<file path="config.mk">
export PLATFORM = sky130hd
export DESIGN_NAME = efp_ctrl
export DESIGN_NICKNAME = d
export VERILOG_FILES = /design/src/hw/rtl/efp_pkg.sv /design/src/hw/rtl/efp_ctrl.sv
export SDC_FILE = /design/constraint.sdc
export NUM_CORES = 1
export LEC_CHECK = 0
export BUFFER_PORTS_ARGS = -buffer_cell sky130_fd_sc_hd__buf_4
export CORE_AREA = 2 2 39 41
export DETAILED_ROUTE_END_ITERATION = 16
export DIE_AREA = 0 0 41 43
export PLACE_DENSITY = 0.63
export RECOVER_POWER = 25
export SETUP_SLACK_MARGIN = 0.4
export SLEW_MARGIN = 20
export SYNTH_ARGS = -nofsm -noshare
export SYNTH_HDL_FRONTEND = slang
export SYNTH_SLANG_ARGS = --single-unit
</file>
<file path="constraint.sdc">
create_clock -name clk_i -period 3.9 [get_ports clk_i]
set_clock_uncertainty 0.15 [all_clocks]
set_input_delay 0.78 -clock clk_i [delete_from_list [all_inputs] [get_ports clk_i]]
set_output_delay 0.78 -clock clk_i [all_outputs]
set_load 0.02 [all_outputs]
</file>
<file path="src/hw/rtl/efp_pkg.sv">
// Shared types, constants and helpers of the escape-time fractal pixel engine.
`default_nettype none

package efp_pkg;

  // Fixed point word: signed, QW bits, fraction position set by FRAC_BITS.
  localparam int QW      = 48;
  localparam int STEP_W  = 47;
  localparam int CNT_W   = 16;
  localparam int MODE_W  = 2;
  localparam int IDX_W   = 3;

  localparam int COORD_BITS_DEF = 10;
  localparam int FRAC_BITS_DEF  = 36;

  localparam logic signed [QW-1:0] Q_MAX = {1'b0, {(QW-1){1'b1}}};
  localparam logic signed [QW-1:0] Q_MIN = {1'b1, {(QW-1){1'b0}}};

  // Register values after reset.
  localparam logic signed [QW-1:0]     ORIGIN_RE_RST = -48'sd137438953472;
  localparam logic signed [QW-1:0]     ORIGIN_IM_RST = -48'sd137438953472;
  localparam logic [STEP_W-1:0]        STEP_RE_RST   = 47'd458129845;
  localparam logic [STEP_W-1:0]        STEP_IM_RST   = 47'd458129845;
  localparam logic signed [QW-1:0]     JULIA_RE_RST  = -48'sd57385447260;
  localparam logic signed [QW-1:0]     JULIA_IM_RST  = -48'sd15938564014;
  localparam logic [CNT_W-1:0]         MAX_ITER_RST  = 16'd100;

  typedef enum logic [IDX_W-1:0] {
    CFG_ORIGIN_RE    = 3'd0,
    CFG_ORIGIN_IM    = 3'd1,
    CFG_STEP_RE      = 3'd2,
    CFG_STEP_IM      = 3'd3,
    CFG_JULIA_C_RE   = 3'd4,
    CFG_JULIA_C_IM   = 3'd5,
    CFG_MAX_ITER     = 3'd6,
    CFG_FRACTAL_MODE = 3'd7
  } cfg_idx_e;

  typedef enum logic [MODE_W-1:0] {
    MODE_MANDELBROT = 2'd0,
    MODE_JULIA      = 2'd1,
    MODE_SHIP       = 2'd2
  } fractal_mode_e;

  localparam logic [MODE_W-1:0] MODE_RST = MODE_MANDELBROT;

  typedef enum logic [3:0] {
    ST_IDLE,
    ST_MAP,
    ST_INIT,
    ST_CHECK,
    ST_MUL,
    ST_ADD,
    ST_SCALE,
    ST_SUM,
    ST_COMMIT,
    ST_DONE
  } ctrl_state_e;

  // Commands from the controller to the datapath.
  typedef struct packed {
    logic map_mul;
    logic map_add;
    logic init;
    logic mag;
    logic mul;
    logic add;
    logic scale;
    logic sum;
    logic commit;
    logic load_out;
  } ctrl_cmd_t;

  // Status from the datapath to the controller.
  typedef struct packed {
    logic iter_left;
    logic esc;
  } ctrl_sts_t;

  // Saturate a value with two guard bits to the QW-bit range.
  function automatic logic signed [QW-1:0] sat_q(input logic signed [QW+1:0] v);
    logic [2:0] top;
    top = v[QW+1:QW-1];
    if (top == 3'b000 || top == 3'b111) begin
      return v[QW-1:0];
    end else if (v[QW+1]) begin
      return Q_MIN;
    end else begin
      return Q_MAX;
    end
  endfunction

endpackage

`default_nettype wire

</file>
<file path="src/hw/rtl/efp_ctrl.sv">
// Controller state machine that sequences mapping, iteration and result hand-off.
`default_nettype none

module efp_ctrl (
  input  wire logic                 clk_i,
  input  wire logic                 rst_ni,
  input  wire logic                 in_valid_i,
  output logic                      in_ready_o,
  output logic                      out_valid_o,
  input  wire logic                 out_ready_i,
  input  wire efp_pkg::ctrl_sts_t   sts_i,
  output efp_pkg::ctrl_cmd_t        cmd_o
);
  import efp_pkg::*;

  ctrl_state_e state_q, state_d;
  logic        out_valid_q, out_valid_d;

  always_ff @(posedge clk_i or negedge rst_ni) begin
    if (!rst_ni) begin
      state_q     <= ST_IDLE;
      out_valid_q <= 1'b0;
    end else begin
      state_q     <= state_d;
      out_valid_q <= out_valid_d;
    end
  end

  always_comb begin
    state_d     = state_q;
    cmd_o       = '0;
    in_ready_o  = 1'b0;
    out_valid_d = out_valid_q && !out_ready_i;
    unique case (state_q)
      ST_IDLE: begin
        in_ready_o = 1'b1;
        if (in_valid_i) begin
          cmd_o.map_mul = 1'b1;
          state_d       = ST_MAP;
        end
      end
      ST_MAP: begin
        cmd_o.map_add = 1'b1;
        state_d       = ST_INIT;
      end
      ST_INIT: begin
        cmd_o.init = 1'b1;
        state_d    = ST_CHECK;
      end
      ST_CHECK: begin
        if (sts_i.iter_left) begin
          cmd_o.mag = 1'b1;
          state_d   = ST_MUL;
        end else begin
          state_d = ST_DONE;
        end
      end
      ST_MUL: begin
        cmd_o.mul = 1'b1;
        state_d   = ST_ADD;
      end
      ST_ADD: begin
        cmd_o.add = 1'b1;
        state_d   = ST_SCALE;
      end
      ST_SCALE: begin
        cmd_o.scale = 1'b1;
        state_d     = ST_SUM;
      end
      ST_SUM: begin
        cmd_o.sum = 1'b1;
        state_d   = ST_COMMIT;
      end
      ST_COMMIT: begin
        cmd_o.commit = 1'b1;
        state_d      = sts_i.esc ? ST_DONE : ST_CHECK;
      end
      ST_DONE: begin
        if (!out_valid_q || out_ready_i) begin
          cmd_o.load_out = 1'b1;
          out_valid_d    = 1'b1;
          state_d        = ST_IDLE;
        end
      end
      default: state_d = ST_IDLE;
    endcase
  end

  assign out_valid_o = out_valid_q;

`ifndef SYNTHESIS
  a_load_into_free_slot: assert property (@(posedge clk_i) disable iff (!rst_ni)
    cmd_o.load_out |-> (!out_valid_q || out_ready_i))
    else $error("result loaded over an unread result");

  a_valid_rises_from_done: assert property (@(posedge clk_i) disable iff (!rst_ni)
    $rose(out_valid_o) |-> ($past(state_q) == ST_DONE))
    else $error("result valid without a finished pixel");

  a_mul_after_check: assert property (@(posedge clk_i) disable iff (!rst_ni)
    (state_q == ST_MUL) |-> (($past(state_q) == ST_CHECK) && $past(sts_i.iter_left)))
    else $error("iteration started past the limit");

  a_escape_ends_pixel: assert property (@(posedge clk_i) disable iff (!rst_ni)
    (state_q == ST_COMMIT && sts_i.esc) |=> (state_q == ST_DONE))
    else $error("escaped point kept iterating");
`endif

endmodule

`default_nettype wire

</file>
==> impl_metrics.toml <==
[layout]
areaGrowthSynthToFinish_pct = 33.1
antenna_cells = 0
fin_nets = 68
final_layout_size_suffix_gt1_share_pct = 37.7
final_common_cell = "buf_4"
layout_common_cells = "buf_4 (16), nor2_1 (6), dfrtp_1 (5)"

[routing]
drtPass1Iterations = 2
routed_wirelength_um = 812
viasPerCell = 4.70
ant_nets = 0
post_drt_wl_per_cell_um = 10.5
drtIter0Drc = 2
via_count = 362
drc = 0

[yosys]
syn_area_per_cell_um2 = 9.01
ys_warn_count = 0
muxShareOfSynthArea_pct = 2.52
synth_compound_area_share_pct = 12.0
synth_seq_cells = 5
synth-adder-area-share_pct = 0
synth.distinct_cells = 23
syn_nets = 50
syn_inst = 44
yosys.area_share.simple_pct = 43.2
synth_top_family_by_area = "simple AND/OR/NAND/NOR gates"
ys_seq_area_share_pct = 31.5
syn_area_um2 = 397
synth_xor_area_share_pct = 0

[clock_network]
cts_buffers = 3
cts_tree = "done"
cts.reportedPaths.clkPinSlew_ns = 0.04
cts_hold_buf = 0
clk_latency_ns = 0.23
cts_resized = 0
h-tree-depth = 1
cts_root_buffer = "clkbuf_4"
postCtsSetupRepairBufs = 0
clockBufferDepth = 2
clkSinkCount = 5

[grt]
grt_max_degree = 14
grt_pass1_wl_um = 1280
grt_pass1_vias = 296
antenna_found_initial = 0
grt_util_all_layers_pct = 10.7
gr-total-overflow = 0

[sta]
clock.fmax_mhz = 413
slew_violations = 0
rsz0062_at_grt = "false"
hold_viol = 0
setup_viol = 0
period_minus_slack_ns = 2.42
finalCritPeriodShare_pct = 62.0
max_slew_margin_pct = 69.9
tns_ns = 0
worst_slew_pin_slew_ns = 0.451

[setup_path]
worstReg2RegStart = "state_q[3]"
r2r_cells = 3
rrSetupSlack_ns = 2.47
worst_setup_path_end_kind = "primary output"
cp.arrival_ns = 1.49
cp.required_ns = 2.97
crit_fanout = 13
start_kind = "flip-flop"
timing.rr.end = "state_q[3]"
crit_type = "flip-flop to primary output"

[floorplan]
start_util_pct = 28.7
pin_count = 18
core_area_mm2 = 0.00138
die_h_um = 43
dieArea_mm2 = 0.00176
fp.dieW_um = 41
rows = 14

[min_path]
hp-class = "input pin to asynchronous set/reset pin"

[place]
port_buffers = 17
gp_congestion = 0.728
dp_hpwl_um = 639

[power_and_ir_drop]
p_per_area_mw_per_mm2 = 794
total_power_mw = 0.419
power_leakage_nw = 0.236
vdd_ir_drop_max_uv = 403

[outcome]
run_status = "finished, final reports clean"

[flow_run]
cap_violations = 0
-- synth_stat cells, drive strengths merged --
library cell / number / area (um2)
nor3: 4 / 20.0
o21ai: 4 / 20.0
o22ai: 1 / 6.26
o311ai: 1 / 8.76
and2b: 1 / 7.51
nor2b: 3 / 18.8
nand2b: 3 / 18.8
nor4: 1 / 21.3
nor4b: 2 / 30.0
dfrtp: 5 / 125
and2: 1 / 6.26
nor2: 6 / 22.5
nand2: 2 / 10.0
mux2i: 1 / 10.0
nand4b: 1 / 8.76
buf: 4 / 38.8
a21oi: 1 / 5.00
nand3b: 1 / 7.51
inv: 1 / 3.75
o211ai: 1 / 7.51
-- layer usage --
layer	vias to the layer above	part of all wire (%)	GRT usage (%)
li1	189	-	-
met1	168	48	15.0
met2	5	48	14.1
met3	0	3.7	7.85
met4	0	0	0
met5	-	0	0
-- sequential cells by signal, indices dropped and copies added, names as in the netlist --
register	flops
state_q	4
out_valid_o	1
-- power by group --
group / leakage (nW) / switching [mW] / internal (mW)
combinational: 0.156 / 0.109 / 0.110
clock: 0.0150 / 0.0189 / 0.0385
sequential: 0.0645 / 0.0698 / 0.0729
-- area by class of cell --
class | instances | area, um2
clock buffer | 4 | 26.3
fill | 151 | 856
inverter | 1 | 3.75
multi-input combinational | 34 | 229
sequential | 5 | 125
tap | 16 | 20.0
timing repair buffer | 17 | 124
-- kinds of logic (layout without fill, tap and decap cells) --
family | count (synthesis) | after routing
simple gates | 25 | 25
compound gates | 8 | 8
flops | 5 | 5
buf+inv | 5 | 22
mux | 1 | 1
-- critical path: stages (launching register included) --
cell and delay, ns:
dfrtp_1 0.61, nor2b_1 0.27, nand3b_1 0.11, nor2_1 0.12
buf_4 0.14
-- worst max-delay path by stage --
stage                     start  endpoint  slack (ns)
global route         state_q[3]  cmd_o[0]        1.36
CTS                  state_q[3]  cmd_o[0]        1.48
finish               state_q[3]  cmd_o[0]        1.48
detailed placement  out_ready_i  cmd_o[0]        1.71
floorplan            state_q[0]  cmd_o[9]        1.74
global placement    out_ready_i  cmd_o[0]        1.73
-- metrics by stage --
step	hold WS [ns]	instances	cell area, um2	worst slack, ns	utilization (%)
floorplan	0.334	44	397	1.74	-
global placement	0.399	73	505	1.73	36.5
detailed placement	0.407	73	505	1.71	36.5
CTS	0.180	77	532	1.48	38.4
global route	0.251	77	528	1.36	38.2
finish	0.236	77	528	1.48	38.2
Power figures use the tool's default switching activity.
